[config.mk]
export PLATFORM = sky130hd
export DESIGN_NAME = deq_out_reg_flat
export DESIGN_NICKNAME = d
export VERILOG_FILES = /design/src/sv/indexed_deque_engine_core_macros.svh /design/src/sv/deq_pkg.sv /design/src/sv/deq_if.sv /design/src/sv/deq_out_reg.sv /design/src/flat_wrapper.sv
export SDC_FILE = /design/constraint.sdc
export NUM_CORES = 1
export LEC_CHECK = 0
export ABC_AREA = 1
export BUFFER_PORTS_ARGS = -buffer_cell sky130_fd_sc_hd__buf_2
export CORE_AREA = 3 3 62 64
export CTS_BUF_LIST = sky130_fd_sc_hd__clkbuf_4 sky130_fd_sc_hd__clkbuf_8 sky130_fd_sc_hd__clkbuf_16
export DETAILED_ROUTE_END_ITERATION = 12
export DIE_AREA = 0 0 65 67
export GPL_TIMING_DRIVEN = 1
export PLACE_DENSITY_LB_ADDON = 0.25
export SLEW_MARGIN = 40
export SYNTH_ARGS = -nofsm -noshare
export SYNTH_HDL_FRONTEND = slang
export SYNTH_SLANG_ARGS = --single-unit
[constraint.sdc]
create_clock -name clk_i -period 3.9 [get_ports clk_i]
set_input_delay 0.195 -clock clk_i [delete_from_list [all_inputs] [get_ports clk_i]]
set_output_delay 0.195 -clock clk_i [all_outputs]
set_load 0.02 [all_outputs]
[src/sv/indexed_deque_engine_core_macros.svh]
// Assertion macros for the RTL files; only the sequencer includes them.
// Simulation builds get concurrent assertions. Synthesis builds define SYNTH and get nothing.
`ifndef INDEXED_DEQUE_ENGINE_CORE_MACROS_SVH
`define INDEXED_DEQUE_ENGINE_CORE_MACROS_SVH

`ifndef SYNTH

// The property must hold at every rising clock edge outside reset.
`define IDE_ASSERT(lbl, clk, rstn, prop, msg) \
  lbl: assert property (@(posedge clk) disable iff (!rstn) (prop)) else $error(msg);

// The condition must never be seen at a rising clock edge outside reset.
`define IDE_ASSERT_NEVER(lbl, clk, rstn, cond, msg) \
  lbl: assert property (@(posedge clk) disable iff (!rstn) !(cond)) else $error(msg);

`else

`define IDE_ASSERT(lbl, clk, rstn, prop, msg)
`define IDE_ASSERT_NEVER(lbl, clk, rstn, cond, msg)

`endif

`endif

[src/sv/deq_pkg.sv]
package deq_pkg;

  // Default sizing of the entry store.
  localparam int unsigned DEFAULT_CAPACITY   = 256;
  localparam int unsigned DEFAULT_DATA_WIDTH = 32;

  // Fixed widths of the channel fields.
  localparam int unsigned KIND_W   = 4;
  localparam int unsigned POS_W    = 9;
  localparam int unsigned VALUE_W  = 32;
  localparam int unsigned STATUS_W = 2;
  localparam int unsigned COUNT_W  = 9;

  // Operation codes carried in the kind field.
  typedef enum logic [KIND_W-1:0] {
    KIND_PUSH_FRONT = 4'd0,
    KIND_PUSH_BACK  = 4'd1,
    KIND_POP_FRONT  = 4'd2,
    KIND_POP_BACK   = 4'd3,
    KIND_PEEK_FRONT = 4'd4,
    KIND_PEEK_BACK  = 4'd5,
    KIND_INSERT_AT  = 4'd6,
    KIND_REMOVE_AT  = 4'd7,
    KIND_REPLACE_AT = 4'd8,
    KIND_READ_AT    = 4'd9,
    KIND_CLEAR      = 4'd10
  } deq_kind_e;

  // Result status codes.
  typedef enum logic [STATUS_W-1:0] {
    STATUS_OK     = 2'd0,
    STATUS_EMPTY  = 2'd1,
    STATUS_FULL   = 2'd2,
    STATUS_BADPOS = 2'd3
  } deq_status_e;

  // Sequencer states.
  typedef enum logic [2:0] {
    S_IDLE,
    S_RM_CAP,
    S_SHIFT,
    S_FILL,
    S_DONE
  } deq_state_e;

  // One result item as handed from the sequencer to the output register.
  typedef struct packed {
    logic [VALUE_W-1:0]  data;
    deq_status_e         status;
    logic [COUNT_W-1:0]  count;
  } deq_result_t;

endpackage

[src/sv/deq_if.sv]


// Result channel: one transfer carries one result.
interface deq_out_if;
  logic                                valid;
  logic                                ready;
  logic signed [deq_pkg::VALUE_W-1:0]  data;
  logic [deq_pkg::STATUS_W-1:0]        status;
  logic [deq_pkg::COUNT_W-1:0]         count;

  modport source (output valid, output data, output status, output count, input ready);
  modport sink   (input valid, input data, input status, input count, output ready);
endinterface

[src/sv/deq_out_reg.sv]
// Output register: holds one finished result until the sink takes it.
module deq_out_reg (
  input  logic                 clk_i,
  input  logic                 rst_ni,
  input  logic                 res_valid_i,
  input  deq_pkg::deq_result_t res_i,
  output logic                 res_ready_o,
  deq_out_if.source            out_o
);

  logic                 valid_q;
  deq_pkg::deq_result_t res_q;

  // The slot frees up in the same cycle as the sink takes its result.
  assign res_ready_o = !valid_q || out_o.ready;

  always_ff @(posedge clk_i or negedge rst_ni) begin
    if (!rst_ni) begin
      valid_q <= 1'b0;
    end else if (res_ready_o) begin
      valid_q <= res_valid_i;
    end
  end

  always_ff @(posedge clk_i) begin
    if (res_valid_i && res_ready_o) begin
      res_q <= res_i;
    end
  end

  assign out_o.valid  = valid_q;
  assign out_o.data   = res_q.data;
  assign out_o.status = res_q.status;
  assign out_o.count  = res_q.count;

endmodule

[src/flat_wrapper.sv]
// flat-port wrapper written by rule: the top's interface ports become plain ports
module deq_out_reg_flat 
  (clk_i, rst_ni, res_valid_i, res_i, res_ready_o, out_o_valid, out_o_data, out_o_status, out_o_count, out_o_ready);
  deq_out_if out_o_i ();
  input  logic clk_i;
  input  logic rst_ni;
  input  logic res_valid_i;
  input  deq_pkg::deq_result_t res_i;
  output logic res_ready_o;
  output wire logic [$bits(out_o_i.valid)-1:0] out_o_valid;
  output wire logic [$bits(out_o_i.data)-1:0] out_o_data;
  output wire logic [$bits(out_o_i.status)-1:0] out_o_status;
  output wire logic [$bits(out_o_i.count)-1:0] out_o_count;
  input wire logic [$bits(out_o_i.ready)-1:0] out_o_ready;
  assign out_o_valid = out_o_i.valid;
  assign out_o_data = out_o_i.data;
  assign out_o_status = out_o_i.status;
  assign out_o_count = out_o_i.count;
  assign out_o_i.ready = out_o_ready;
  deq_out_reg u_core (.clk_i(clk_i), .rst_ni(rst_ni), .res_valid_i(res_valid_i), .res_i(res_i), .res_ready_o(res_ready_o), .out_o(out_o_i));
endmodule
# --- Word level (Yosys, flattened, before mapping) ---
# Index checks and enable logic that the tools add are counted.
op_classes:
  n_reduce_logical: 3
op_table:
  columns: ["operator", "n"]
  rows:
  - ["1-bit logical AND", 1]
  - ["1-bit zero test", 1]
  - ["1-bit logical OR", 1]
word_totals:
  reg_bits: 44
  inputBits: 47
  out_inout_bits: 45
  wordCells: 7

# --- Depth between registers and ports, before layout ---
depth:
  depth_word: 3
  ltp_mapped: 3
  depth_no_buf: 3

# --- Worst setup path after synthesis ---
# Ideal clock, no wire load.
synth_path:
  path_type: "reg2reg"
  start: "reg u_core.valid_q (netlist: u_core.out_o.valid)"
  end: "reg u_core.res_q, in the netlist u_core.out_o.count[0], enable pin"
  setup_time_ps: 458
  arrival_ps: 2621
  required_ps: 3442
  setup_slack_ps: 822
  stages_incl_launch_ff: 2
  n_path_buf: 0
  period_less_slack_ps: 3078
  path_cell_list: "dfrtp_1 -> a21oi_1"
synth_via:
  elab_chain_len: 3
synth_lines:
  columns: ["element", "line_no", "text"]
  rows:
  - ["from (decl)", "deq_out_reg.sv:11", "logic valid_q;"]
  - ["from (signal assigned)", "deq_out_reg.sv:21", "valid_q <= res_valid_i;"]
  - ["1-bit zero test", "deq_out_reg.sv:15", "assign res_ready_o = !valid_q || out_o.ready;"]
  - ["1-bit logical OR", "deq_out_reg.sv:15", null]
  - ["1-bit logical AND", "deq_out_reg.sv:26", "if (res_valid_i && res_ready_o) begin"]
  - ["to (signal assigned)", "deq_out_reg.sv:27", "res_q <= res_i;"]
  - ["to (decl)", "deq_out_reg.sv:12", "deq_pkg::deq_result_t res_q;"]
# No other way between the ends.
# A chain may end at the register's enable or synchronous reset.

# --- Final worst setup path ---
layout_path:
  start: "reg u_core.valid_q (netlist: u_core.out_o.valid)"
  end: "reg u_core.res_q, in the netlist u_core.out_o.data[27], enable pin"
# The elaborated chain is that of the path after synthesis.

==> summary.txt <==
Run
  – MaxCap Viol Count: 0

Layout
  – Synth-to-Final Area Change: 61.5%
  – Cell area after layout: 0.00216 mm^2
  – Post-route core utilization: 0.647
  – Number of antenna diodes: 0
  – Nets: 216
  – Fraction of final layout cells sized beyond drive strength 1: 0.594

Synth
  – Synth top area cells: edfxtp_1, dfrtp_1, inv_1
  – Syn avg cell area: 27.3 um^2
  – Post-synthesis cell type count: 5
  – Synthesized Nets: 96
  – Most area-hungry cell type in the Yosys netlist: edfxtp_1
  – Seq/Total Area, Yosys: 0.985
  – Post-synthesis register bit count: 44
  – Mapped cell area: between 0.001 and 0.0015 mm^2
  – Total of warnings raised by yosys: 0
  – Post-synth top area share: 0.966
  – Mapped Cells: just under 50

Hold path
  – Worst Hold Class: in -> reg
  – HP Start: res_i[24]
  – Hold depth: 1
  – Hold Path End: u_core.out_o.data[13]

Power
  – Worst vdd ir: approximately 250 uV
  – Combinational share of power: 0.117
  – Internal power: ~740 uW
  – Clock Power Share: 0.289
  – Reg power frac: 0.594
  – Cell Pwr Density: 434 mW/mm^2
  – Leak: 0.000935 uW
  – Sw Pwr: 197 uW
  – Switching share of power: 0.210

Detailed routing
  – DR iter-0 viols: 21
  – DRT antenna net count: 0
  – Drt first pass iters: 3
  – WL final: 2710 um
  – # DRC: 0
  – Vias: 903
  – Wire per inst: around 13 um
  – Via-to-Cell Ratio: around 4.2

Run status
  – Status: finished clean

Die
  – Die ar.: 0.00436 mm^2
  – Initial Util: 0.400
  – Io pins: 92
  – Rows: 21
  – Total core area: about 0.0033 mm^2
  – Die Height: 67 um
  – Die width: 65 um

Timing
  – Min Tclk post-route: 1.39 ns
  – Slew @ Worst Pin: 0.511 ns
  – Final Skew: 0.00731 ns
  – Worst hold slack: 0.0286 ns
  – Final setup viols: 0
  – Fin crit share: 0.357
  – RSZ-0062 raised after global routing: false
  – Max Slew Vio Count: 0
  – Final Hold Viols: 0
  – Slew headroom: 0.659
  – FMAX: 719 MHz
  – Total negative slack: 0 ns

Worst setup path
  – Crit Path Class: reg -> reg
  – Worst path required time: about 3.9 ns
  – RR Endpoint: u_core.out_o.data[27]
  – Crit end category: register
  – Critical Path AT: 1.37 ns
  – Reg2reg setup slack: 2.51 ns
  – Reg2Reg Depth: 2
  – Crit path max fanout: 43
  – Critical path startpoint category: register
  – R2R Path Start: u_core.out_o.valid

Global routing
  – Initial antenna violation count: 0
  – Largest net degree at the start of global routing: 44
  – Vias in the first global route: between 800 and 900
  – Remaining global-route overflow: 0
  – GR Util All Layers: 0.120
  – First-pass GRT wire length: 3700 um

Placed design
  – IO Port Bufs: between 90 and 100
  – Post-detail-place hpwl: 1870 um
  – DP Area: 0.00187 mm^2
  – Gpl congestion: 0.620

Clocking
  – Longest Clk Path Bufs: 2
  – # clock sinks: 44
  – CTS Buf Count: 5
  – Root Driver: clkbuf_4
  – Cts repair resizes: 0
  – CTS tree: done
  – Skew-Pair Late Insertion Delay: approximately 0.33 ns
  – H-Tree Depth: 2
  – Clock Pin Slew Worst Setup and Hold Paths: 0.12 ns
kinds of logic after synthesis:
kind of cell,Yosys count,share of synthesized area
buf+inv,2,0.00562
flops,44,0.985
compound gates,1,0.00374
simple gates,2,0.00562
cells in the mapped netlist, drive strengths merged:
cell type	instances
edfxtp	43
inv	2
a21oi	1
nand2	2
dfrtp	1
stage by stage:
step	std cells	setup slack (ns)	total power [uW]
floorplan	49	0.822	613
global placement	187	2.55	658
detailed placement	187	2.51	661
CTS	201	2.50	935
global route	216	2.43	978
finish	216	2.51	936
state kept, by name, summed over array words and instances, names as in the netlist:
signal and cells:
u_core.out_o.valid 1, u_core.out_o.count 9, u_core.out_o.data 32, u_core.out_o.status 2
layer usage:
metal,global-route usage,vias up,wire length [um]
li1,-,430,-
met1,0.108,408,869
met2,0.204,59,1420
met3,0.0708,6,380
met4,0.0712,0,42
met5,0,-,0
critical path: stages (launching register included):
cell     delay [ns]
dfrtp_1        0.44
a21oi_4        0.15
buf_4          0.44
how the worst max path moves through the flow:
stage	start	endpoint	slack [ns]	cells past startpoint
after floorplan	u_core.out_o.valid	u_core.out_o.count[0]	0.82	1
after global placement	u_core.out_o.valid	u_core.out_o.count[2]	2.55	2
after detailed placement	u_core.out_o.valid	u_core.out_o.data[4]	2.51	2
after CTS	u_core.out_o.valid	u_core.out_o.data[21]	2.50	2
after global routing	u_core.out_o.valid	u_core.out_o.data[15]	2.43	2
final	u_core.out_o.valid	u_core.out_o.data[27]	2.51	2
layout by cell type (no fill, tap or decap):
master	netlist	layout
clkbuf_4	0	6
dfrtp_1	1	1
bufinv_16	0	1
edfxtp_1	43	43
nand2_1	2	2
buf_2	0	91
a21oi_4	0	1
buf_4	0	1
clkinv_2	0	1
dlygate4sd3_1	0	21
inv_1	2	2
final cells by class:
cell class	count	area, um^2
Inverter	2	7.51
Multi-Input combinational cell	3	23.8
Timing Repair Buffer	113	673
Sequential cell	44	1320
Clock buffer	6	45.0
Clock inverter	2	35.0
Fill cell	264	1180
Tap cell	46	57.6
repair_timing:
| action | 4_1_cts | 5_1_grt |
|---|---|---|
| hold endpoints to repair | 6 | 15 |
| buffers inserted | 0 | 0 |
| hold buffers | 6 | 15 |
power by group through the flow:
stage,clock network (uW),logic (uW),registers [uW]
2_1_floorplan,0,10.5,602
3_3_place_gp,0,92.6,566
3_5_place_dp,0,94.6,567
4_1_cts,280,98.9,556
5_1_grt,301,118,559
6_report,270,110,556
No activity file was read; power rests on OpenSTA's default activity.
