[src/sv/indexed_deque_engine_core_macros.svh]
// Assertion macros for the RTL files; only the sequencer includes them.
// Simulation builds get concurrent assertions. Synthesis builds define SYNTH and get nothing.
`ifndef INDEXED_DEQUE_ENGINE_CORE_MACROS_SVH
`define INDEXED_DEQUE_ENGINE_CORE_MACROS_SVH

`ifndef SYNTH

// The property must hold at every rising clock edge outside reset.
`define IDE_ASSERT(lbl, clk, rstn, prop, msg) \
  lbl: assert property (@(posedge clk) disable iff (!rstn) (prop)) else $error(msg);

// The condition must never be seen at a rising clock edge outside reset.
`define IDE_ASSERT_NEVER(lbl, clk, rstn, cond, msg) \
  lbl: assert property (@(posedge clk) disable iff (!rstn) !(cond)) else $error(msg);

`else

`define IDE_ASSERT(lbl, clk, rstn, prop, msg)
`define IDE_ASSERT_NEVER(lbl, clk, rstn, cond, msg)

`endif

`endif

[src/sv/deq_pkg.sv]
package deq_pkg;

  // Default sizing of the entry store.
  localparam int unsigned DEFAULT_CAPACITY   = 256;
  localparam int unsigned DEFAULT_DATA_WIDTH = 32;

  // Fixed widths of the channel fields.
  localparam int unsigned KIND_W   = 4;
  localparam int unsigned POS_W    = 9;
  localparam int unsigned VALUE_W  = 32;
  localparam int unsigned STATUS_W = 2;
  localparam int unsigned COUNT_W  = 9;

  // Operation codes carried in the kind field.
  typedef enum logic [KIND_W-1:0] {
    KIND_PUSH_FRONT = 4'd0,
    KIND_PUSH_BACK  = 4'd1,
    KIND_POP_FRONT  = 4'd2,
    KIND_POP_BACK   = 4'd3,
    KIND_PEEK_FRONT = 4'd4,
    KIND_PEEK_BACK  = 4'd5,
    KIND_INSERT_AT  = 4'd6,
    KIND_REMOVE_AT  = 4'd7,
    KIND_REPLACE_AT = 4'd8,
    KIND_READ_AT    = 4'd9,
    KIND_CLEAR      = 4'd10
  } deq_kind_e;

  // Result status codes.
  typedef enum logic [STATUS_W-1:0] {
    STATUS_OK     = 2'd0,
    STATUS_EMPTY  = 2'd1,
    STATUS_FULL   = 2'd2,
    STATUS_BADPOS = 2'd3
  } deq_status_e;

  // Sequencer states.
  typedef enum logic [2:0] {
    S_IDLE,
    S_RM_CAP,
    S_SHIFT,
    S_FILL,
    S_DONE
  } deq_state_e;

  // One result item as handed from the sequencer to the output register.
  typedef struct packed {
    logic [VALUE_W-1:0]  data;
    deq_status_e         status;
    logic [COUNT_W-1:0]  count;
  } deq_result_t;

endpackage

[src/sv/deq_if.sv]
// Operation channel: one transfer carries one operation.
interface deq_in_if;
  logic                                valid;
  logic                                ready;
  logic [deq_pkg::KIND_W-1:0]          kind;
  logic [deq_pkg::POS_W-1:0]           position;
  logic signed [deq_pkg::VALUE_W-1:0]  value;

  modport source (output valid, output kind, output position, output value, input ready);
  modport sink   (input valid, input kind, input position, input value, output ready);
endinterface


[src/sv/deq_ctrl.sv]
// Sequencer: decodes an operation, keeps front index and count, drives the
// entry store and walks it one entry per cycle for positional insert and remove.
module deq_ctrl #(
  parameter  int unsigned CAPACITY   = deq_pkg::DEFAULT_CAPACITY,
  parameter  int unsigned DATA_WIDTH = deq_pkg::DEFAULT_DATA_WIDTH,
  localparam int unsigned AddrW      = $clog2(CAPACITY),
  localparam int unsigned CntW       = $clog2(CAPACITY + 1)
) (
  input  logic                  clk_i,
  input  logic                  rst_ni,
  deq_in_if.sink                in_i,
  output logic                  res_valid_o,
  output deq_pkg::deq_result_t  res_o,
  input  logic                  res_ready_i,
  output logic                  mem_re_o,
  output logic [AddrW-1:0]      mem_raddr_o,
  input  logic [DATA_WIDTH-1:0] mem_rdata_i,
  output logic                  mem_we_o,
  output logic [AddrW-1:0]      mem_waddr_o,
  output logic [DATA_WIDTH-1:0] mem_wdata_o
);

  `include "indexed_deque_engine_core_macros.svh"

  // Position arithmetic is done wide enough for both the field and the count.
  localparam int unsigned PosW = (CntW > deq_pkg::POS_W) ? CntW : deq_pkg::POS_W;
  localparam int unsigned SumW = PosW + 1;

  deq_pkg::deq_state_e  state_q, state_d;
  logic [AddrW-1:0]     front_q, front_d;
  logic [CntW-1:0]      count_q, count_d;
  logic [CntW-1:0]      moves_q, moves_d;
  logic [AddrW-1:0]     rd_slot_q, rd_slot_d;
  logic [AddrW-1:0]     wr_slot_q, wr_slot_d;
  logic [DATA_WIDTH-1:0] val_q, val_d;
  logic [deq_pkg::VALUE_W-1:0] res_data_q, res_data_d;
  logic                 from_mem_q, from_mem_d;
  logic                 insert_q, insert_d;
  deq_pkg::deq_status_e status_q, status_d;

  logic                 accept;
  deq_pkg::deq_kind_e   kind;
  logic                 is_full;
  logic                 is_empty;
  logic [PosW-1:0]      pos_ext;
  logic [PosW-1:0]      cnt_ext;
  logic                 pos_gt_cnt;
  logic                 pos_ge_cnt;
  logic [PosW-1:0]      lidx;
  logic [SumW-1:0]      slot_sum;
  logic [AddrW-1:0]     slot;
  logic [DATA_WIDTH-1:0] in_val;

  // Circular slot step forward.
  function automatic logic [AddrW-1:0] slot_inc(input logic [AddrW-1:0] x);
    return (x == AddrW'(CAPACITY - 1)) ? '0 : x + 1'b1;
  endfunction

  // Circular slot step backward.
  function automatic logic [AddrW-1:0] slot_dec(input logic [AddrW-1:0] x);
    return (x == '0) ? AddrW'(CAPACITY - 1) : x - 1'b1;
  endfunction

  // A stored word is sign extended from the entry width to the result field.
  function automatic logic [deq_pkg::VALUE_W-1:0] widen(input logic [DATA_WIDTH-1:0] w);
    logic signed [63:0] x;
    x = 64'(signed'(w));
    return x[deq_pkg::VALUE_W-1:0];
  endfunction

  // Operations are taken one at a time while the sequencer is idle.
  assign in_i.ready = (state_q == deq_pkg::S_IDLE);
  assign accept     = in_i.valid && in_i.ready;
  assign kind       = deq_pkg::deq_kind_e'(in_i.kind);

  assign is_full    = (count_q == CntW'(CAPACITY));
  assign is_empty   = (count_q == '0);
  assign pos_ext    = PosW'(in_i.position);
  assign cnt_ext    = PosW'(count_q);
  assign pos_gt_cnt = (pos_ext > cnt_ext);
  assign pos_ge_cnt = (pos_ext >= cnt_ext);
  assign in_val     = DATA_WIDTH'(64'(in_i.value));

  // Logical position whose slot this operation touches first.
  always_comb begin
    case (kind)
      deq_pkg::KIND_PUSH_BACK: lidx = cnt_ext;
      deq_pkg::KIND_POP_BACK,
      deq_pkg::KIND_PEEK_BACK: lidx = cnt_ext - 1'b1;
      deq_pkg::KIND_INSERT_AT: lidx = (pos_ext == cnt_ext) ? pos_ext : cnt_ext - 1'b1;
      default:                 lidx = pos_ext;
    endcase
  end

  // Position to slot: the sum stays below twice the capacity for any legal position.
  assign slot_sum = SumW'(front_q) + SumW'(lidx);
  assign slot     = (slot_sum >= SumW'(CAPACITY)) ? AddrW'(slot_sum - SumW'(CAPACITY))
                                                  : AddrW'(slot_sum);

  // Next state.
  always_comb begin
    state_d = state_q;
    case (state_q)
      deq_pkg::S_IDLE: begin
        if (accept) begin
          case (kind)
            deq_pkg::KIND_INSERT_AT: begin
              if (!is_full && !pos_gt_cnt && (pos_ext != cnt_ext)) begin
                state_d = deq_pkg::S_SHIFT;
              end else begin
                state_d = deq_pkg::S_DONE;
              end
            end
            deq_pkg::KIND_REMOVE_AT: begin
              state_d = pos_ge_cnt ? deq_pkg::S_DONE : deq_pkg::S_RM_CAP;
            end
            default: state_d = deq_pkg::S_DONE;
          endcase
        end
      end
      deq_pkg::S_RM_CAP: begin
        state_d = (moves_q != '0) ? deq_pkg::S_SHIFT : deq_pkg::S_DONE;
      end
      deq_pkg::S_SHIFT: begin
        if (moves_q == CntW'(1)) begin
          state_d = insert_q ? deq_pkg::S_FILL : deq_pkg::S_DONE;
        end
      end
      deq_pkg::S_FILL: state_d = deq_pkg::S_DONE;
      deq_pkg::S_DONE: begin
        if (res_ready_i) begin
          state_d = deq_pkg::S_IDLE;
        end
      end
      default: state_d = deq_pkg::S_IDLE;
    endcase
  end

  // Datapath, store accesses and bookkeeping.
  always_comb begin
    front_d     = front_q;
    count_d     = count_q;
    moves_d     = moves_q;
    rd_slot_d   = rd_slot_q;
    wr_slot_d   = wr_slot_q;
    val_d       = val_q;
    res_data_d  = res_data_q;
    from_mem_d  = from_mem_q;
    insert_d    = insert_q;
    status_d    = status_q;
    mem_re_o    = 1'b0;
    mem_raddr_o = slot;
    mem_we_o    = 1'b0;
    mem_waddr_o = slot;
    mem_wdata_o = in_val;
    res_valid_o = 1'b0;

    case (state_q)
      deq_pkg::S_IDLE: begin
        if (accept) begin
          status_d   = deq_pkg::STATUS_OK;
          from_mem_d = 1'b0;
          res_data_d = '0;
          insert_d   = 1'b0;
          val_d      = in_val;
          case (kind)
            deq_pkg::KIND_PUSH_FRONT: begin
              if (is_full) begin
                status_d = deq_pkg::STATUS_FULL;
              end else begin
                mem_we_o    = 1'b1;
                mem_waddr_o = slot_dec(front_q);
                front_d     = slot_dec(front_q);
                count_d     = count_q + 1'b1;
              end
            end
            deq_pkg::KIND_PUSH_BACK: begin
              if (is_full) begin
                status_d = deq_pkg::STATUS_FULL;
              end else begin
                mem_we_o = 1'b1;
                count_d  = count_q + 1'b1;
              end
            end
            deq_pkg::KIND_POP_FRONT,
            deq_pkg::KIND_PEEK_FRONT: begin
              if (is_empty) begin
                status_d = deq_pkg::STATUS_EMPTY;
              end else begin
                mem_re_o    = 1'b1;
                mem_raddr_o = front_q;
                from_mem_d  = 1'b1;
                if (kind == deq_pkg::KIND_POP_FRONT) begin
                  front_d = slot_inc(front_q);
                  count_d = count_q - 1'b1;
                end
              end
            end
            deq_pkg::KIND_POP_BACK,
            deq_pkg::KIND_PEEK_BACK: begin
              if (is_empty) begin
                status_d = deq_pkg::STATUS_EMPTY;
              end else begin
                mem_re_o   = 1'b1;
                from_mem_d = 1'b1;
                if (kind == deq_pkg::KIND_POP_BACK) begin
                  count_d = count_q - 1'b1;
                end
              end
            end
            deq_pkg::KIND_INSERT_AT: begin
              if (is_full) begin
                status_d = deq_pkg::STATUS_FULL;
              end else if (pos_gt_cnt) begin
                status_d = deq_pkg::STATUS_BADPOS;
              end else if (pos_ext == cnt_ext) begin
                // Insert at the end is a plain append.
                mem_we_o = 1'b1;
                count_d  = count_q + 1'b1;
              end else begin
                // Start at the rear and move each entry one slot back.
                mem_re_o  = 1'b1;
                rd_slot_d = slot;
                wr_slot_d = slot_inc(slot);
                moves_d   = CntW'(cnt_ext - pos_ext);
                insert_d  = 1'b1;
                count_d   = count_q + 1'b1;
              end
            end
            deq_pkg::KIND_REMOVE_AT: begin
              if (pos_ge_cnt) begin
                status_d = deq_pkg::STATUS_BADPOS;
              end else begin
                mem_re_o  = 1'b1;
                rd_slot_d = slot;
                moves_d   = CntW'(cnt_ext - pos_ext - 1'b1);
                count_d   = count_q - 1'b1;
              end
            end
            deq_pkg::KIND_REPLACE_AT: begin
              if (pos_ge_cnt) begin
                status_d = deq_pkg::STATUS_BADPOS;
              end else begin
                // The read returns the old word while the new one is written.
                mem_re_o   = 1'b1;
                mem_we_o   = 1'b1;
                from_mem_d = 1'b1;
              end
            end
            deq_pkg::KIND_READ_AT: begin
              if (pos_ge_cnt) begin
                status_d = deq_pkg::STATUS_BADPOS;
              end else begin
                mem_re_o   = 1'b1;
                from_mem_d = 1'b1;
              end
            end
            deq_pkg::KIND_CLEAR: begin
              front_d = '0;
              count_d = '0;
            end
            default: begin
            end
          endcase
        end
      end

      // Keep the removed word, then start pulling the entries behind it forward.
      deq_pkg::S_RM_CAP: begin
        res_data_d = widen(mem_rdata_i);
        if (moves_q != '0) begin
          mem_re_o    = 1'b1;
          mem_raddr_o = slot_inc(rd_slot_q);
          wr_slot_d   = rd_slot_q;
          rd_slot_d   = slot_inc(rd_slot_q);
        end
      end

      // One entry moved per cycle: write the word read last cycle, read the next.
      deq_pkg::S_SHIFT: begin
        mem_we_o    = 1'b1;
        mem_waddr_o = wr_slot_q;
        mem_wdata_o = mem_rdata_i;
        moves_d     = moves_q - 1'b1;
        if (moves_q > CntW'(1)) begin
          mem_re_o    = 1'b1;
          mem_raddr_o = insert_q ? slot_dec(rd_slot_q) : slot_inc(rd_slot_q);
          wr_slot_d   = rd_slot_q;
          rd_slot_d   = insert_q ? slot_dec(rd_slot_q) : slot_inc(rd_slot_q);
        end
      end

      // The slot freed by the shift receives the inserted word.
      deq_pkg::S_FILL: begin
        mem_we_o    = 1'b1;
        mem_waddr_o = rd_slot_q;
        mem_wdata_o = val_q;
      end

      deq_pkg::S_DONE: begin
        res_valid_o = 1'b1;
      end

      default: begin
      end
    endcase
  end

  // The store read register holds its word until the next read, so it feeds the result.
  assign res_o.data   = from_mem_q ? widen(mem_rdata_i) : res_data_q;
  assign res_o.status = status_q;
  assign res_o.count  = deq_pkg::COUNT_W'(count_q);

  // Control registers.
  always_ff @(posedge clk_i or negedge rst_ni) begin
    if (!rst_ni) begin
      state_q <= deq_pkg::S_IDLE;
      front_q <= '0;
      count_q <= '0;
      moves_q <= '0;
    end else begin
      state_q <= state_d;
      front_q <= front_d;
      count_q <= count_d;
      moves_q <= moves_d;
    end
  end

  // Payload registers.
  always_ff @(posedge clk_i) begin
    rd_slot_q  <= rd_slot_d;
    wr_slot_q  <= wr_slot_d;
    val_q      <= val_d;
    res_data_q <= res_data_d;
    from_mem_q <= from_mem_d;
    insert_q   <= insert_d;
    status_q   <= status_d;
  end

  `IDE_ASSERT(a_count_bound, clk_i, rst_ni, count_q <= CntW'(CAPACITY), "count above capacity")
  `IDE_ASSERT_NEVER(a_shift_moves, clk_i, rst_ni, (state_q == deq_pkg::S_SHIFT) && (moves_q == '0), "shift with no entry left to move")
  `IDE_ASSERT_NEVER(a_shift_overlap, clk_i, rst_ni, (state_q == deq_pkg::S_SHIFT) && mem_re_o && (mem_raddr_o == mem_waddr_o), "shift reads the slot it writes")
  `IDE_ASSERT(a_clear, clk_i, rst_ni, accept && (kind == deq_pkg::KIND_CLEAR) |=> (count_q == '0) && (front_q == '0), "clear left entries behind")

endmodule

[src/flat_wrapper.sv]
// flat-port wrapper written by rule: the top's interface ports become plain ports
module deq_ctrl_flat 
#(
  parameter  int unsigned CAPACITY   = deq_pkg::DEFAULT_CAPACITY,
  parameter  int unsigned DATA_WIDTH = deq_pkg::DEFAULT_DATA_WIDTH,
  localparam int unsigned AddrW      = $clog2(CAPACITY),
  localparam int unsigned CntW       = $clog2(CAPACITY + 1)
)
  (clk_i, rst_ni, res_valid_o, res_o, res_ready_i, mem_re_o, mem_raddr_o, mem_rdata_i, mem_we_o, mem_waddr_o, mem_wdata_o, in_i_valid, in_i_kind, in_i_position, in_i_value, in_i_ready);
  deq_in_if in_i_i ();
  input  logic clk_i;
  input  logic rst_ni;
  output logic res_valid_o;
  output deq_pkg::deq_result_t res_o;
  input  logic res_ready_i;
  output logic mem_re_o;
  output logic [AddrW-1:0] mem_raddr_o;
  input  logic [DATA_WIDTH-1:0] mem_rdata_i;
  output logic mem_we_o;
  output logic [AddrW-1:0] mem_waddr_o;
  output logic [DATA_WIDTH-1:0] mem_wdata_o;
  input wire logic [$bits(in_i_i.valid)-1:0] in_i_valid;
  input wire logic [$bits(in_i_i.kind)-1:0] in_i_kind;
  input wire logic [$bits(in_i_i.position)-1:0] in_i_position;
  input wire logic [$bits(in_i_i.value)-1:0] in_i_value;
  output wire logic [$bits(in_i_i.ready)-1:0] in_i_ready;
  assign in_i_i.valid = in_i_valid;
  assign in_i_i.kind = in_i_kind;
  assign in_i_i.position = in_i_position;
  assign in_i_i.value = in_i_value;
  assign in_i_ready = in_i_i.ready;
  deq_ctrl #(.CAPACITY(CAPACITY), .DATA_WIDTH(DATA_WIDTH)) u_core (.clk_i(clk_i), .rst_ni(rst_ni), .in_i(in_i_i), .res_valid_o(res_valid_o), .res_o(res_o), .res_ready_i(res_ready_i), .mem_re_o(mem_re_o), .mem_raddr_o(mem_raddr_o), .mem_rdata_i(mem_rdata_i), .mem_we_o(mem_we_o), .mem_waddr_o(mem_waddr_o), .mem_wdata_o(mem_wdata_o));
endmodule
[config.mk]
export PLATFORM = sky130hd
export DESIGN_NAME = deq_ctrl_flat
export DESIGN_NICKNAME = d
export VERILOG_FILES = /design/src/sv/deq_pkg.sv /design/src/sv/deq_if.sv /design/src/sv/deq_ctrl.sv /design/src/flat_wrapper.sv
export VERILOG_INCLUDE_DIRS = /design/src /design/src/sv
export SDC_FILE = /design/constraint.sdc
export NUM_CORES = 1
export LEC_CHECK = 0
export BUFFER_PORTS_ARGS = -buffer_cell sky130_fd_sc_hd__buf_2
export CAP_MARGIN = 20
export CORE_MARGIN = 2
export CORE_UTILIZATION = 57
export CTS_CLUSTER_SIZE = 30
export DETAILED_ROUTE_END_ITERATION = 8
export PLACE_DENSITY = 0.86
export SLEW_MARGIN = 15
export SYNTH_ARGS = -nofsm -noshare
export SYNTH_HDL_FRONTEND = slang
export SYNTH_SLANG_ARGS = --single-unit
export TNS_END_PERCENT = 20
[constraint.sdc]
create_clock -name clk_i -period 4.8 [get_ports clk_i]
set_input_delay 0.24 -clock clk_i [delete_from_list [all_inputs] [get_ports clk_i]]
set_output_delay 0.24 -clock clk_i [all_outputs]
set_load 0.01 [all_outputs]
* After elaboration in Yosys (flattened, before gate mapping)
Cells that the tools add are included.
Word-level totals: flip-flop bits (word level) 113, output and inout bits 95, logic and storage cells 196
Cells by class: add/subtract/negate cells 12, magnitude comparators 4, eq/ne operators 44, muxes and demuxes 94, reduce and logical (&&, ||, !) cells 31
Operators with widths (number):
- $mux W8 | 32
- $pmux W32 S2 | 2
- $mux W9 | 14
- $pmux W8 S3 | 5
- $mux W32 | 2
- $pmux W9 S6 | 1
- $pmux W9 S2 | 2
- $pmux W9 S3 | 1
- $sub A9 B1 Y9 const B | 3
- $ne A2 B2 Y1 const B | 13
- $add A8 B1 Y8 const B | 3
- $eq A8 B8 Y1 const B | 3
- $sub A8 B1 Y8 const B | 3
- $mux W3 | 7
- $eq A4 B3 Y1 const B | 4
- $logic_not A8 Y1 | 2
- $pmux W8 S2 | 1
- $mux W1 | 15
- $ne A3 B3 Y1 const B | 5
- $pmux W3 S5 | 1
- $eq A4 B4 Y1 const B | 3
- $reduce_and A11 Y1 | 1
- $add A8 B9 Y10 | 1
- $ge A10 B9 Y1 const B | 1
- 38 further kinds | 60

* Logic depth before layout (Yosys ltp)
depth after elaboration 14, gate-level depth with buffers 20, mapped depth without buffers 20

* Least setup slack after synthesis
No wires, ideal clock.
path kind reg2out, start reg u_core.count_q[0] (netlist: u_core.cnt_ext[0]), end out mem_waddr_o[7], data arrival time 4.104 ns, required time 4.560 ns, slack 0.456 ns, cell stages (with the launch flop) 20, path buffers 1, cells stage by stage dfrtp_1 -> inv_1 -> ha_1 -> nand2_1 -> nor3_2 -> nor3_1 -> a21oi_1 -> or2_2 -> clkbuf_1 -> o21ai_0 -> a221o_2 -> ha_1 -> or3_1 -> a211o_1 -> a21oi_2 -> xnor2_1 -> xnor2_4 -> nor2_1 -> a211oi_1 -> nor2_1
Between the ends: word-level cells in the longest chain between the ends 10
Ends and longest elaborated chain:
- start: declaration | line deq_ctrl.sv:31 | logic [CntW-1:0] count_q, count_d;
- start signal: assignment | line deq_ctrl.sv:324 | count_q <= count_d;
- $sub A9 B1 Y9 / $eq A9 B9 Y1 (equally long branches) | line deq_ctrl.sv:89, deq_ctrl.sv:90
- $mux W9 | line deq_ctrl.sv:90 | deq_pkg::KIND_INSERT_AT: lidx = (pos_ext == cnt_ext) ? pos_ext : cnt_ext - 1'b1;
- $pmux W9 S3 | line deq_ctrl.sv:86 | case (kind)
- $add A8 B9 Y10 | line deq_ctrl.sv:96 | assign slot_sum = SumW'(front_q) + SumW'(lidx);
- $sub A8 B1 Y8 / $ge A10 B9 Y1 (equally long branches) | line deq_ctrl.sv:97 | assign slot = (slot_sum >= SumW'(CAPACITY)) ? AddrW'(slot_sum - SumW'(CAPACITY))
- $mux W8 | line deq_ctrl.sv:97
- $mux W8 | line deq_ctrl.sv:168 | if (is_full) begin
- $mux W8 | line deq_ctrl.sv:166 | case (kind)
- $mux W8 | line deq_ctrl.sv:160 | if (accept) begin
- $pmux W8 S3 (*) | line deq_ctrl.sv:158 | case (state_q)
- end: declaration | line flat_wrapper.sv:20 | output logic [AddrW-1:0] mem_waddr_o;
Every way passes the cells marked *; elsewhere a longest branch is shown, timed or not.

* Final worst setup path
start reg u_core.count_q[0] (netlist: u_core.cnt_ext[0]), end out mem_raddr_o[7]
Between the ends: word-level cells in the longest chain between the ends 10
Ends and longest elaborated chain:
- $sub A9 B1 Y9 / $eq A9 B9 Y1 (equally long branches) | line deq_ctrl.sv:89, deq_ctrl.sv:90
- $mux W9 | line deq_ctrl.sv:90
- $pmux W9 S3 | line deq_ctrl.sv:86
- $add A8 B9 Y10 | line deq_ctrl.sv:96
- $sub A8 B1 Y8 / $ge A10 B9 Y1 (equally long branches) | line deq_ctrl.sv:97
- $mux W8 | line deq_ctrl.sv:97
- $mux W8 | line deq_ctrl.sv:187 | if (is_empty) begin
- $mux W8 | line deq_ctrl.sv:166
- $mux W8 | line deq_ctrl.sv:160
- $pmux W8 S3 (*) | line deq_ctrl.sv:158
- end: declaration | line flat_wrapper.sv:17 | output logic [AddrW-1:0] mem_raddr_o;
Marked as above.

==> summary.md <==
| Metric | Value |
|---|---|
| Status | `finished, final reports clean` |
| Crit path cell chain | `inv_1 > ha_4 > nand2_1 > nor3_2 > nor3_1 > a21oi_1 > or2_4 > o21ai_0 > a221o_2 > ha_1 > or3_1 > a211o_1 > a21oi_4 > xnor2_1 > mux2i_1 > o2111ai_2 > buf_2` |
| Share of power burned in the clock network | `about a quarter` |
| Inst Count DP | `around 1.3k` |
| Vias per cell | `about 6.4` |
| Worst path arrival time | `roughly 4400 ps` |
| Post-synth top flop | `edfxtp_1` |
| DR iter-0 viols | `between 800 and 900` |
| Worst Tran Pin Value | `1130 ps` |
| Pwr per Cell Area | `between 500 and 600 mW/mm²` |
| Antenna violations before repair | `2` |
| Top cells by area, synth | `edfxtp_1, dfrtp_1, mux2i_1, a21oi_1, nor2_1` |
| Post-place setup slack | `around 300 ps` |
| Core ar. | `about 0.015 mm²` |
| Fin area | `approximately 0.011 mm²` |
| CTS sink cnt | `113` |
| Rows | `45` |
| Fillers | `~1.1k` |
| Psw | `about 0.0026 W` |
| Startpoint Class | `flop` |
| FF-to-FF setup slack | `roughly 510 ps` |
| Die height | `around 130 µm` |
| DRC Markers | `0` |
| Seq/Total Area, Yosys | `between 30% and 40%` |
| Clock buffer count from CTS | `17` |
| Crit-path max cell delay | `380 ps` |
| Yosys reg bits | `113` |
| DRT Pass-1 Iters | `7` |
| Final std cells w/o fill | `~1.4k` |
| Worst r2r src | `u_core.cnt_ext[0]` |
| Count of pins over their slew limit | `0` |
| Total of max-cap violations | `0` |
| Fin nets | `approximately 1.3k` |
| GRT Residual Overflow | `0` |
| HP Class | `in -> reg` |
| Max Freq | `0.217 GHz` |
| Post-synth EDFFs | `between 80 and 90` |
| Root Buffer | `clkbuf_16` |
| Placed inst area | `around 0.0098 mm²` |
| Setup Skew | `around 11 ps` |
| Layout area overhead | `21.2%` |
| CP Max Fanout | `7` |
| Hold_sp | `in_i_value[24]` |
| Slowest cell on crit path | `dfrtp_2` |
| Syn_area_per_cell | `slightly below 9 µm²` |
| RSZ-0062 raised after global routing | `yes` |
| Clock slew at reported path FFs | `60 ps` |
| Lkg Pwr | `~4.5 nW` |
| Worst-skew pair later-pin latency | `~420 ps` |
| Tmin final | `roughly 4600 ps` |
| TritonCTS clock tree | `done` |
| Final Hold Vio Count | `0` |
| Count of cell types in the netlist | `between 70 and 80` |
| Hold_ws | `about 10 ps` |
| Final number of setup-violating endpoints | `0` |
| Clock buffer depth | `2` |
| Switching Fraction | `41.5%` |
| WS Path Type | `reg -> out` |
| Post-layout util | `between 70 and 80%` |
| CP endpoint kind | `output pin` |
| Cells after synthesis | `1008` |
| Die ar. | `between 0.015 and 0.02 mm²` |
| Syn Std Cell Area | `a little under 0.009 mm²` |
| Synthesized Nets | `1119` |
| Detail Placement HPWL | `roughly 18 mm` |
| Total track usage | `between 30% and 40%` |
| First-pass GRT wire length | `between 30 and 40 mm` |
| Fraction of layout cells with a size suffix above 1 | `around a quarter` |
| Part of the power in registers | `a little over a quarter` |
| Number of global-route vias before repair | `slightly below 8k` |
| Die W | `about 130 µm` |
| I/O Pins | `176` |
| Largest net degree at the start of global routing | `90` |
| Total wire length | `26.2 mm` |
| Total vias in the final route | `8760` |
| H-tree depth | `4` |
| Routed Antenna Nets | `0` |
| Int Power | `between 0.003 and 0.004 W` |
| Cell taking the most area after synthesis | `edfxtp_1` |
| Logic gate share of total power | `around half` |
| Origin of the worst setup path | `u_core.cnt_ext[0]` |
| Fin crit share | `slightly below 100%` |
| Peak supply drop | `0.000402 V` |
| Gpl congestion | `about 0.95` |
| Slew headroom | `24.2%` |
| Worst EP required | `between 4000 and 5000 ps` |
| Mean routed wirelength per cell | `about 19 µm` |
| Initial core utilization | `between 50% and 60%` |
| Synth top area share | `~29%` |
| Syn. warnings | `0` |
| Setup WS post-layout | `roughly 180 ps` |
| Fraction of registers with async set/reset | `25.7%` |
| Port bufs | `~180` |
## routing by layer
layer	track usage (%)	vias up	wire length, µm
met2	50.9	530	12300
met5	0	-	0
met3	6.01	56	2600
met4	11.4	0	523
met1	39.8	4130	10700
li1	-	4044	-
## power groups by stage
stage / Sequential [W] / Combinational (W) / Clock (W)
CTS: 0.00164 / 0.00284 / 0.00148
detailed placement: 0.00165 / 0.00278 / 0
global route: 0.00168 / 0.00334 / 0.00152
finish: 0.00165 / 0.00307 / 0.00148
global placement: 0.00164 / 0.00275 / 0
floorplan: 0.00151 / 0.00207 / 0
## final timing paths
kind	endpoint	depth (start not counted)
hold reg to reg	u_core.moves_q[6]	1
setup / recovery	mem_raddr_o[7]	17
hold / removal	u_core.val_q[24]	1
max in group asynchronous	u_core.state_q[0]	2
setup reg to reg	u_core.wr_slot_q[5]	18
min in group asynchronous	u_core.front_q[2]	2
## sequential cells by signal, summed over array words and instances (netlist names)
signal / cells
u_core.rd_slot_q: 8
u_core.res_data_q: 32
u_core.front_q: 8
u_core.status_q: 2
u_core.wr_slot_q: 8
u_core.from_mem_q: 1
u_core.cnt_ext: 9
u_core.insert_q: 1
u_core.val_q: 32
u_core.moves_q: 9
u_core.state_q: 3
## cells in the final DEF, fill, tap and decap left out, types with 6 or more instances in the layout
master	synthesis	final
edfxtp_1	84	84
nor3_1	26	26
xor2_1	17	17
nor2_1	104	103
buf_4	0	29
nand2b_1	6	6
dfrtp_1	29	23
o22ai_1	8	8
o21a_1	6	6
o221ai_1	7	7
o31ai_1	6	6
inv_1	49	49
o21ai_0	55	54
o21ai_1	17	18
a22oi_1	7	7
or3_1	8	8
bufinv_16	0	6
mux2_2	32	32
nor2b_1	14	13
a31oi_1	18	18
ha_1	28	21
o211ai_1	9	9
a22o_1	8	8
clkbuf_16	0	17
a221o_1	6	6
a21oi_1	85	85
mux2i_1	43	43
ha_4	0	7
xnor2_1	25	24
and3_1	41	41
nand2_1	79	79
nand3_1	29	28
buf_2	7	175
## per-stage QoR
stage / setup TNS, ps / power [W]
6_report: 0 / 0.00619
5_1_grt: -48.7 / 0.00654
4_1_cts: 0 / 0.00596
3_5_place_dp: 0 / 0.00443
3_3_place_gp: 0 / 0.00439
2_1_floorplan: 0 / 0.00358
## synthesized netlist by cell type (7+ instances only)
library cell	instances
a22oi_1	7
edfxtp_1	84
o221ai_1	7
xor2_1	17
o21ai_1	17
nor2_1	104
clkbuf_1	46
and3_1	41
ha_1	28
nor2b_1	14
dfrtp_1	29
o211ai_1	9
buf_2	7
a31oi_1	18
nand3_1	29
buf_1	10
o22ai_1	8
xnor2_1	25
o21ai_0	55
a21oi_1	85
a211oi_1	7
a22o_1	8
mux2_2	32
nand2_1	79
mux2i_1	43
inv_1	49
or3_1	8
nor3_1	26
## layout make-up
type                       count  area (µm²)  area share [%]
multi-input combinational    776        5200            48.8
clock buffer                  18         429            4.02
tap                          188         235            2.20
timing repair buffer         205        1100            10.3
antenna                        2        5.00          0.0469
inverter                      50         188            1.76
clock inverter                14         250            2.34
sequential                   113        3260            30.5
## worst max-delay path, delay by kind of cell (launching register included)
kind | cells | cell delay [ps]
buffers and inverters | 2 | 290
XOR/XNOR | 1 | 190
adder cells (fa/ha/maj) | 2 | 550
AO/OA/AOI/OAI | 6 | 1330
AND/OR/NAND/NOR | 5 | 940
flip-flops | 1 | 380
multiplexers | 1 | 260
## timing repair
item,4_1_cts,5_1_grt
setup buffers,1,10
resized for setup,7,15
endpoints found under the hold margin,29,0
hold buffers,1,0
pin swaps,1,10
endpoints found under the setup margin,3,5
gates cloned,0,0
## cells by family (layout without fill, tap and decap cells)
group                    after synthesis  after routing  synth area share [%]
AND/OR/NAND/NOR                      341            341                  18.7
AO/OA/AOI/OAI                        287            287                  20.8
buffers and inverters                119            287                  5.77
flip-flops                           113            113                  36.9
multiplexers                          75             75                  8.98
XOR/XNOR                              43             43                  4.49
adder cells (fa/ha/maj)               30             30                  4.43
other                                  0              2                     0
(Power assumes the default switching activity.)
